==> config.mk <==
export PLATFORM = sky130hd
export DESIGN_NAME = dual_serial_frame_deframer_unit
export DESIGN_NICKNAME = d
export VERILOG_FILES = /design/src/hdl/dsfd_pkg.sv /design/src/hdl/dual_serial_frame_deframer_unit.sv /design/src/hdl/dsfd_ram.sv
export SDC_FILE = /design/constraint.sdc
export NUM_CORES = 2
export LEC_CHECK = 0
export BUFFER_PORTS_ARGS = -buffer_cell sky130_fd_sc_hd__buf_2
export CORE_ASPECT_RATIO = 1.25
export CORE_UTILIZATION = 58
export DETAILED_ROUTE_END_ITERATION = 8
export GPL_TIMING_DRIVEN = 0
export PLACE_DENSITY = 0.74
export REMOVE_ABC_BUFFERS = 1
export SLEW_MARGIN = 20
export SYNTH_ARGS = -nofsm -noshare
export SYNTH_HDL_FRONTEND = slang
export SYNTH_SLANG_ARGS = --single-unit
export TNS_END_PERCENT = 20
==> constraint.sdc <==
create_clock -name clk -period 9 [get_ports clk]
set_input_delay 1.8 -clock clk [delete_from_list [all_inputs] [get_ports clk]]
set_output_delay 1.8 -clock clk [all_outputs]
set_load 0.1 [all_outputs]
==> src/hdl/dsfd_pkg.sv <==
// package: item types, parser state codes and byte constants for the deframer
`timescale 1ns / 1ps

package dsfd_pkg;

  localparam int TEXT_DEPTH       = 128;
  localparam int MAX_FRAME_LENGTH = 127;
  localparam int TABLE_DEPTH      = 256;
  localparam int LEN_W            = 7;

  localparam logic [7:0] SYNC_FIRST  = 8'hBC;
  localparam logic [7:0] SYNC_SECOND = 8'hCD;
  localparam logic [7:0] CH_AT       = 8'h40;
  localparam logic [7:0] CH_CR       = 8'h0D;
  localparam logic [7:0] CH_LF       = 8'h0A;

  localparam logic [1:0] FDONE_NONE  = 2'd0;
  localparam logic [1:0] FDONE_WRITE = 2'd1;
  localparam logic [1:0] FDONE_READ  = 2'd2;

  localparam logic [LEN_W-1:0] LEN_UNKNOWN = 7'd0;
  localparam logic [LEN_W-1:0] LEN_READ    = 7'd1;

  typedef enum logic [1:0] {
    OP_BYTE = 2'd0,
    OP_LOAD = 2'd1,
    OP_ACK  = 2'd2,
    OP_RSVD = 2'd3
  } op_t;

  typedef enum logic [1:0] {
    HDR_HUNT   = 2'd0,
    HDR_GOT_BC = 2'd1,
    HDR_BODY   = 2'd2
  } hdr_state_t;

  typedef enum logic [1:0] {
    TXT_IDLE    = 2'd0,
    TXT_BODY    = 2'd1,
    TXT_WAIT_LF = 2'd2
  } txt_state_t;

  typedef struct packed {
    logic [1:0]       operation;
    logic [7:0]       rx_byte;
    logic [7:0]       table_command;
    logic [LEN_W-1:0] table_length;
  } in_item_t;

  typedef struct packed {
    logic [7:0]       data_byte;
    logic             frame_store_valid;
    logic [6:0]       frame_index;
    logic [1:0]       frame_done;
    logic [LEN_W-1:0] frame_length;
    logic             text_store_valid;
    logic [6:0]       text_index;
    logic             text_done;
    logic [7:0]       text_length;
  } out_item_t;

endpackage

==> src/hdl/dual_serial_frame_deframer_unit.sv <==
// top level: binary frame and text packet parsers over one received byte stream
// a request goes through the input register and then the result register
// throughput: one request per cycle when not stalled; the length table read is
// issued at accept; its registered data meets the request in the input register
// reset: synchronous active-low rst_n clears both parsers, pending flag and the
// per-entry table valid bits, so every command is unknown at once (no sweep)
`timescale 1ns / 1ps

module dual_serial_frame_deframer_unit (
  input  logic               clk,
  input  logic               rst_n,
  input  logic               in_valid,
  output logic               in_stall,
  input  dsfd_pkg::in_item_t  in_data,
  output logic               out_valid,
  input  logic               out_stall,
  output dsfd_pkg::out_item_t out_data
);
  import dsfd_pkg::*;

  localparam int TBL_AW = $clog2(TABLE_DEPTH);

  // handshake
  logic      in_acc;
  logic      out_adv;
  logic      fire;
  logic      s1_vld_r;
  in_item_t  s1_item_r;
  logic      out_vld_r;
  out_item_t out_item_r;
  out_item_t res;

  assign out_adv  = !out_vld_r || !out_stall;
  assign in_stall = s1_vld_r && !out_adv;
  assign in_acc   = in_valid && !in_stall;
  assign fire     = s1_vld_r && out_adv;

  // length table
  logic                   tbl_we;
  logic [LEN_W-1:0]       tbl_wdata;
  logic [LEN_W-1:0]       tbl_rdata;
  logic [TABLE_DEPTH-1:0] tbl_vld_r;
  logic                   lk_vld_r;
  logic [LEN_W-1:0]       lookup;

  assign tbl_we    = in_acc && (in_data.operation == OP_LOAD);
  assign tbl_wdata = ({1'b0, in_data.table_length} > 8'(MAX_FRAME_LENGTH)) ?
                     LEN_W'(MAX_FRAME_LENGTH) : in_data.table_length;

  dsfd_ram #(
    .WIDTH(LEN_W),
    .DEPTH(TABLE_DEPTH)
  ) u_len_ram (
    .clk  (clk),
    .we   (tbl_we),
    .waddr(in_data.table_command[TBL_AW-1:0]),
    .wdata(tbl_wdata),
    .re   (in_acc),
    .raddr(in_data.rx_byte[TBL_AW-1:0]),
    .rdata(tbl_rdata)
  );

  always_ff @(posedge clk) begin
    if (!rst_n) begin
      tbl_vld_r <= '0;
      lk_vld_r  <= 1'b0;
    end else begin
      if (tbl_we) begin
        tbl_vld_r[in_data.table_command[TBL_AW-1:0]] <= 1'b1;
      end
      if (in_acc) begin
        lk_vld_r <= tbl_vld_r[in_data.rx_byte[TBL_AW-1:0]];
      end
    end
  end

  assign lookup = lk_vld_r ? tbl_rdata : LEN_UNKNOWN;

  // input register
  always_ff @(posedge clk) begin
    if (!rst_n) begin
      s1_vld_r <= 1'b0;
    end else if (in_acc) begin
      s1_vld_r <= 1'b1;
    end else if (fire) begin
      s1_vld_r <= 1'b0;
    end
  end

  always_ff @(posedge clk) begin
    if (in_acc) begin
      s1_item_r <= in_data;
    end
  end

  // parser state
  hdr_state_t       hdr_r, hdr_nxt;
  logic [6:0]       fcnt_r, fcnt_nxt;
  logic [LEN_W-1:0] cur_len_r, cur_len_nxt;
  txt_state_t       txt_r, txt_nxt;
  logic [7:0]       tpos_r, tpos_nxt;
  logic             tpend_r, tpend_nxt;

  always_ff @(posedge clk) begin
    if (!rst_n) begin
      hdr_r     <= HDR_HUNT;
      fcnt_r    <= '0;
      cur_len_r <= '0;
      txt_r     <= TXT_IDLE;
      tpos_r    <= '0;
      tpend_r   <= 1'b0;
    end else if (fire) begin
      hdr_r     <= hdr_nxt;
      fcnt_r    <= fcnt_nxt;
      cur_len_r <= cur_len_nxt;
      txt_r     <= txt_nxt;
      tpos_r    <= tpos_nxt;
      tpend_r   <= tpend_nxt;
    end
  end

  logic [7:0]       b;
  logic             is_byte;
  logic [LEN_W-1:0] flen;
  logic [6:0]       fcnt_inc;

  assign b        = s1_item_r.rx_byte;
  assign is_byte  = (s1_item_r.operation == OP_BYTE);
  assign flen     = (fcnt_r == '0) ? lookup : cur_len_r;
  assign fcnt_inc = fcnt_r + 7'd1;

  always_comb begin
    hdr_nxt     = hdr_r;
    fcnt_nxt    = fcnt_r;
    cur_len_nxt = cur_len_r;
    txt_nxt     = txt_r;
    tpos_nxt    = tpos_r;
    tpend_nxt   = tpend_r;
    res         = '0;

    if (s1_item_r.operation == OP_ACK) begin
      tpend_nxt = 1'b0;
    end

    if (is_byte) begin
      // binary parser
      case (hdr_r)
        HDR_HUNT: begin
          if (b == SYNC_FIRST) begin
            hdr_nxt = HDR_GOT_BC;
          end
        end
        HDR_GOT_BC: begin
          if (b == SYNC_SECOND) begin
            hdr_nxt     = HDR_BODY;
            fcnt_nxt    = '0;
            cur_len_nxt = '0;
          end else begin
            hdr_nxt = HDR_HUNT;
          end
        end
        HDR_BODY: begin
          if (fcnt_r == '0) begin
            cur_len_nxt = lookup;
          end
          if (flen == LEN_UNKNOWN) begin
            // unknown command dropped, next byte is taken as command
          end else if (flen == LEN_READ) begin
            res.frame_store_valid = 1'b1;
            res.frame_done        = FDONE_READ;
            res.frame_length      = LEN_READ;
            fcnt_nxt              = 7'd1;
            hdr_nxt               = HDR_HUNT;
          end else begin
            res.frame_store_valid = 1'b1;
            res.frame_index       = fcnt_r;
            fcnt_nxt              = fcnt_inc;
            if (fcnt_inc >= flen || fcnt_inc == '0) begin
              res.frame_done   = FDONE_WRITE;
              res.frame_length = flen;
              hdr_nxt          = HDR_HUNT;
            end
          end
        end
        default: begin
          hdr_nxt = HDR_HUNT;
        end
      endcase

      // text parser
      case (txt_r)
        TXT_IDLE: begin
          if (b == CH_AT && !tpend_r) begin
            txt_nxt  = TXT_BODY;
            tpos_nxt = '0;
          end
        end
        TXT_BODY: begin
          if (b == CH_CR) begin
            txt_nxt = TXT_WAIT_LF;
          end else if (tpos_r < 8'(TEXT_DEPTH)) begin
            res.text_store_valid = 1'b1;
            res.text_index       = tpos_r[6:0];
            tpos_nxt             = tpos_r + 8'd1;
          end
        end
        TXT_WAIT_LF: begin
          if (b == CH_LF) begin
            txt_nxt         = TXT_IDLE;
            tpend_nxt       = 1'b1;
            res.text_done   = 1'b1;
            res.text_length = tpos_r;
          end
        end
        default: begin
          txt_nxt = TXT_IDLE;
        end
      endcase
    end

    res.data_byte = (res.frame_store_valid || res.text_store_valid) ? b : 8'd0;
  end

  // result register
  always_ff @(posedge clk) begin
    if (!rst_n) begin
      out_vld_r <= 1'b0;
    end else if (out_adv) begin
      out_vld_r <= s1_vld_r;
    end
  end

  always_ff @(posedge clk) begin
    if (fire) begin
      out_item_r <= res;
    end
  end

  assign out_valid = out_vld_r;
  assign out_data  = out_item_r;

  // checks
  a_stall_cause: assert property (@(posedge clk) disable iff (!rst_n)
    in_stall |-> (out_vld_r && out_stall))
    else $error("input stalled without a blocked result");

  a_done_stores: assert property (@(posedge clk) disable iff (!rst_n)
    (out_vld_r && out_item_r.frame_done != FDONE_NONE) |-> out_item_r.frame_store_valid)
    else $error("frame completed without storing a byte");

  a_read_len: assert property (@(posedge clk) disable iff (!rst_n)
    (out_vld_r && out_item_r.frame_done == FDONE_READ) |->
      (out_item_r.frame_length == LEN_READ && out_item_r.frame_index == '0))
    else $error("read request with bad length or index");

  a_text_excl: assert property (@(posedge clk) disable iff (!rst_n)
    out_vld_r |-> !(out_item_r.text_done && out_item_r.text_store_valid))
    else $error("text byte stored on packet completion");

endmodule

==> src/hdl/dsfd_ram.sv <==
// generic single-write, single-read ram with registered read data
`timescale 1ns / 1ps

module dsfd_ram #(
  parameter int WIDTH = 8,
  parameter int DEPTH = 256
) (
  input  logic                     clk,
  input  logic                     we,
  input  logic [$clog2(DEPTH)-1:0] waddr,
  input  logic [WIDTH-1:0]         wdata,
  input  logic                     re,
  input  logic [$clog2(DEPTH)-1:0] raddr,
  output logic [WIDTH-1:0]         rdata
);

  logic [WIDTH-1:0] mem_r [DEPTH];
  logic [WIDTH-1:0] rdata_r;

  always_ff @(posedge clk) begin
    if (we) begin
      mem_r[waddr] <= wdata;
    end
    if (re) begin
      rdata_r <= mem_r[raddr];
    end
  end

  assign rdata = rdata_r;

endmodule

==> Word-level counts from Yosys, hierarchy flattened <==
Memories as Yosys holds them, arrays and structs flattened. A register that Yosys moved wholly into a read port is not among the register bits.
Cells that the tools add are included.
{ "totals": {"reg_bits": 338, "mem_bits_rw": 1792, "input_bits": 29, "output_inout_bits": 44, "wordCells": 136, "n_memories": 1} }
{ "memory_table": {"columns": ["name", "depth", "word_bits", "read_ports", "rd_ports_with_merged_regs", "wr", "line_no", "rtl"], "rows": [
  ["u_len_ram.mem_r", 256, 7, 1, 1, 1, "dsfd_ram.sv:17", "logic [WIDTH-1:0] mem_r [DEPTH];"]
]} }
{ "op_classes": {"n_addsub": 2, "magnitude_cmp": 5, "n_eq_ne": 21, "muxes": 44, "n_bitwise": 6, "reduce_logical": 34} }
{ "op_table": {"columns": ["op", "count"], "rows": [
  ["bitwise OR 256 bit", 1],
  ["two-way mux 8 bit", 7],
  ["two-way mux 7 bit", 6],
  ["two-way mux 17 bit", 2],
  ["two-way mux 34 bit", 1],
  ["case mux 7 bit (2 select lines)", 2],
  ["two-way mux 9 bit", 3],
  ["zero test 7 bit", 3],
  ["< comparator 8 x 9 -> 1 bit (second input constant)", 2],
  ["== test 8 x 4 -> 1 bit (second input constant)", 2],
  ["== test 8 bit (second input constant)", 2],
  ["two-way mux 2 bit", 8],
  ["!= test 2 bit (second input constant)", 8],
  ["case mux 8 bit (2 select lines)", 1],
  ["AND reduction 5 bit", 3],
  ["case mux 2 bit (3 select lines)", 2],
  ["two-way mux 1 bit", 10],
  ["adder 8 x 1 -> 8 bit (second input constant)", 1],
  ["binary-select mux 1 bit (select 8 bit)", 1],
  ["demux 1 bit (select 8 bit)", 1],
  ["== test 8 x 7 -> 1 bit (second input constant)", 1],
  ["greater-or-equal comparator 8 x 1 -> 1 bit (second input constant)", 1],
  ["< comparator 8 bit (second input constant)", 1],
  ["OR reduction 4 bit", 2],
  ["other kinds (18)", 41]
]} }

==> Depth between registers and ports, before layout <==
{ "logic_depth": {"word_depth": 10, "mapped_depth": 14, "mapped_depth_nobuf": 14} }

==> Modules after synthesis <==
Synthesis repeated with hierarchy kept, for this count alone.
{ "hier_totals": {"hier_cells": 4779, "hier_area_um2": 84612.4} }
{ "by_module_without_submodules": {"columns": ["module", "instances", "cells_per_inst", "area_each_um2", "seq_area_each_um2"], "rows": [
  ["dsfd_ram", 1, 3381, 70267.4, 54021.8],
  ["dual_serial_frame_deframer_unit", 1, 1398, 14345.0, 7287.0]
]} }

==> Least setup slack after synthesis <==
OpenSTA, ideal clock, no wires.
{ "synth_path": {"path_type": "input port to flip-flop", "start": "input out_stall", "end": "register tpos_r[7]", "setup_ps": 72, "arrival_ps": 4539, "required_ps": 8928, "setup_slack_ps": 4389, "stages": 8, "path_buffers": 0, "path_cell_list": "nand2_1 nand2_1 inv_1 nand2_1 a2111oi_2 nand4_1 or3_1 a21oi_1"} }
{ "synth_via": {"elab_chain_len": 4} }
{ "synth_lines": {"columns": ["item", "line_no", "rtl"], "rows": [
  ["start: declaration", "dual_serial_frame_deframer_unit.sv:16", "input logic out_stall,"],
  ["zero test 1 bit", "dual_serial_frame_deframer_unit.sv:33", "assign out_adv = !out_vld_r || !out_stall;"],
  ["logical OR 1 bit", "dual_serial_frame_deframer_unit.sv:33", null],
  ["logical AND 1 bit", "dual_serial_frame_deframer_unit.sv:36", "assign fire = s1_vld_r && out_adv;"],
  ["via fire", "dual_serial_frame_deframer_unit.sv:26", "logic fire;"],
  ["AND reduction 6 bit (no source line)", null, null],
  ["end signal: assignment", "dual_serial_frame_deframer_unit.sv:117", "tpos_r <= tpos_nxt;"],
  ["end: declaration", "dual_serial_frame_deframer_unit.sv:101", "logic [7:0] tpos_r, tpos_nxt;"]
]} }
The timed path passes the listed nets, and every way through them passes these cells.
A chain may end at the register's enable or synchronous reset.

==> Worst setup path in the final report <==
{ "layout_path": {"start": "input out_stall", "end": "memory u_len_ram.mem_r[239][5] (netlist name), enable pin"} }
{ "layout_via": {"elab_chain_len": 9} }
{ "layout_lines": {"columns": ["item", "line_no", "rtl"], "rows": [
  ["zero test 1 bit", "dual_serial_frame_deframer_unit.sv:33", null],
  ["logical OR 1 bit", "dual_serial_frame_deframer_unit.sv:33", null],
  ["zero test 1 bit", "dual_serial_frame_deframer_unit.sv:34", "assign in_stall = s1_vld_r && !out_adv;"],
  ["logical AND 1 bit", "dual_serial_frame_deframer_unit.sv:34", null],
  ["zero test 1 bit", "dual_serial_frame_deframer_unit.sv:35", "assign in_acc = in_valid && !in_stall;"],
  ["logical AND 1 bit", "dual_serial_frame_deframer_unit.sv:35", null],
  ["via in_acc", "dual_serial_frame_deframer_unit.sv:24", "logic in_acc;"],
  ["logical AND 1 bit", "dual_serial_frame_deframer_unit.sv:46", "assign tbl_we = in_acc && (in_data.operation == OP_LOAD);"],
  ["two-way mux 1 bit", "dsfd_ram.sv:21", "if (we) begin"],
  ["two-way mux 1 bit (implied by the code)", "dsfd_ram.sv:22", "mem_r[waddr] <= wdata;"],
  ["end: declaration", "dsfd_ram.sv:17", null]
]} }
The timed path passes the listed nets, and every way through them passes these cells.

==> summary.md <==
| Metric | Value |
|---|---|
| Final #Nets | 4123 |
| Mean Syn Cell Area | between 20 and 25 sq um |
| Die area | 0.143 sq mm |
| Grt total ovfl | 0 |
| Non-Filler Instances | between 6000 and 7000 |
| Area of the multi-input gates | 0.0200 sq mm |
| Worst-path clk slew | 0.06 ns |
| Setup Viol. Count Final | 0 |
| CTS H-tree depth | 4 |
| Worst vdd ir | roughly 0.22 mV |
| Reg area | 0.0613 sq mm |
| Die height | 423 um |
| Routed vias/inst | 6.55 |
| Worst slew pin tran | 1.21 ns |
| Cell area after synthesis | 0.0822 sq mm |
| Slew Limit Headroom | 19.6% |
| Distinct cells, synth | 65 |
| Arrival time at the worst endpoint | around 6.4 ns |
| CTS Root Cell | clkbuf_16 |
| Final ANT Viol Nets | 0 |
| GRT Total Usage | between 20% and 30% |
| Number of synthesized flops with an enable pin | roughly 1900 |
| Drt first pass iters | 8 |
| Wire per inst | between 30 and 40 um |
| TritonCTS clock tree | built |
| Worst Setup Start Kind | primary input |
| Post-synthesis sequential area ratio | 74.6% |
| Max Slew Vio Count | 0 |
| Max-cap violations | 0 |
| Status | finished, final reports clean |
| IO Port Bufs | 72 |
| Yosys reg bits | 2137 |
| Hold Violations, Final | 0 |
| Global-route wire length before repair | around 280000 um |
| Cts hold-fix bufs | 0 |
| Share of cells above drive strength 1 | roughly a quarter |
| Fmax | 167 MHz |
| Type of the most critical hold path | reg2reg |
| RSZ-0062 raised after global routing | false |
| Final Total Pwr | 19.8 mW |
| Final min period | ~6 ns |
| Final WL | 189000 um |
| Sink Count | 2137 |
| FP Rows | 154 |
| Crit end category | register |
| Async SR Flop Fraction | 0% |
| Critical path type | in2reg |
| Final core utilization | 65.2% |
| Pwr Density | 215 mW/mm^2 |
| Fillcell total | 8886 |
| Clock buffer count from CTS | approximately 190 |
| Routability cong. | 0.802 |
| Die width | 339 um |
| Synth Warn # | 0 |
| Max Clock Skew | around 0.027 ns |
| Primary FF master, synth | edfxtp_1 |
| Clock Tree Buf Depth | 3 |
| Core ar. | 0.141 sq mm |
| Drt drc | 0 |
| Initial antenna violation count | 7 |
| Final Cycle Share | 66.6% |
| Pleak | ~29 nW |
| Area delta synth->final | 11.7% |
| Largest net degree at the start of global routing | 129 |
| Maximum fanout along the worst path | 19 |
| Starting density of the core | ~58% |
| Drt first-iter violations | around 4300 |
| # IOs | 73 |
| Clk_lat worst skew | 0.82 ns |
| CTS resizes | 0 |
| Post-CTS setup buffers | 0 |
| Mapped Cells | roughly 4000 |
| Worst Path Required | 9.44 ns |
| Vias in the first global route | 40900 |
| Placed cells | 5768 |
| Dpl hpwl | 116000 um |
| Vias | 40100 |
layout by cell type, fill, tap and decap left out, drive strengths merged, types with 18 or more instances in the layout:
cell | netlist | routed
a22oi | 58 | 58
nand2 | 77 | 77
clkbuf | 142 | 293
nor2 | 300 | 300
edfxtp | 1851 | 1851
clkinv | 0 | 41
nor3 | 18 | 18
and2 | 32 | 32
mux2i | 20 | 20
buf | 92 | 129
mux4 | 621 | 621
o21ai | 25 | 25
dfxtp | 286 | 286
inv | 18 | 24
o21a | 257 | 257
nand3 | 43 | 43
cell usage after synthesis, types with 8 or more instances:
| cell type | count | area, sq um |
|---|---|---|
| o21ai_1 | 8 | 40.0 |
| nand2_1 | 77 | 289 |
| clkbuf_1 | 142 | 533 |
| nor2b_1 | 16 | 100 |
| nor2_1 | 300 | 1130 |
| o21ai_0 | 17 | 85.1 |
| nor3_1 | 16 | 80.1 |
| o21a_1 | 257 | 1930 |
| a22o_1 | 15 | 131 |
| edfxtp_1 | 1851 | 55600 |
| dfxtp_1 | 286 | 5730 |
| mux2i_1 | 20 | 200 |
| buf_1 | 51 | 191 |
| mux4_2 | 621 | 14000 |
| nand3_1 | 43 | 215 |
| ha_1 | 9 | 113 |
| and2_1 | 32 | 200 |
| nand4_1 | 14 | 87.6 |
| a21oi_1 | 15 | 75.1 |
| buf_2 | 39 | 195 |
| a22oi_1 | 58 | 435 |
| inv_1 | 18 | 67.6 |
through the flow:
step	area [sq um]	TNS, ns	hold WS (ns)	setup WS, ns
finish	91800	0	0.460	3.01
global route	91800	0	0.472	2.98
CTS	91800	0	0.462	3.13
detailed placement	85700	0	0.448	2.24
global placement	84000	-102.30	0.440	-13.26
floorplan	81300	0	0.435	4.39
area by class of cell:
cell class	count	area share, %
sequential	2137	66.8
multi-input combinational	1612	21.8
clock buffer	293	6.03
tap	1872	2.55
timing repair buffer	129	2.18
clock inverter	61	0.612
inverter	18	0.0736
antenna	1	0.00273
per-layer routing:
layer / GRT usage [%] / routed length (um) / vias up
met5: 0 / 60 / -
met4: 11.0 / 8310 / 10
met3: 4.93 / 14300 / 378
met2: 45.3 / 97400 / 1891
met1: 34.4 / 68900 / 21200
li1: - / - / 16700
cell families after synthesis:
family                     share of synthesized area, %
adders and majority gates                         0.149
xor gates and xnor gates                          0.107
buffers and inverters                              1.22
muxes                                              17.3
DFF                                                74.6
and+or+nand+nor                                    2.93
AOI/OAI and AO/OA                                  3.71
power by group:
group	internal (mW)	total [mW]	leakage, nW	switching, mW
registers	10.8	10.8	19.0	0.00810
clock network	4.49	7.98	2.98	3.49
logic	0.373	1.02	6.85	0.647
total	15.6	19.8	28.8	4.15
flip-flops by register name, summed over array words and instances, names as in the netlist:
register / count
u_len_ram.rdata: 7
tpos_r: 8
tpend_r: 1
u_len_ram.mem_r: 1792
txt_r: 2
lk_vld_r: 1
out_valid: 1
tbl_vld_r: 256
s1_item_r: 2
fcnt_r: 7
hdr_r: 2
out_data: 42
s1_vld_r: 1
b: 8
cur_len_r: 7
worst max-delay path, cell delays in order:
cell      delay (ns)
buf_2           0.11
nand3_1         0.12
nand2_1         0.24
inv_1           0.69
nand3b_1        0.54
nor3_1          0.98
nand3_1         0.93
nor2_1          0.98
worst paths after layout:
path,cells after the start,slack (ns),from,end
min,1,0.46,tbl_vld_r[235],tbl_vld_r[235]
min reg2reg,1,0.46,tbl_vld_r[235],tbl_vld_r[235]
max,8,3.01,out_stall,u_len_ram.mem_r[239][5]
max reg2reg,7,3.74,s1_vld_r,u_len_ram.mem_r[239][5]
No activity file was read; power rests on OpenSTA's default activity.
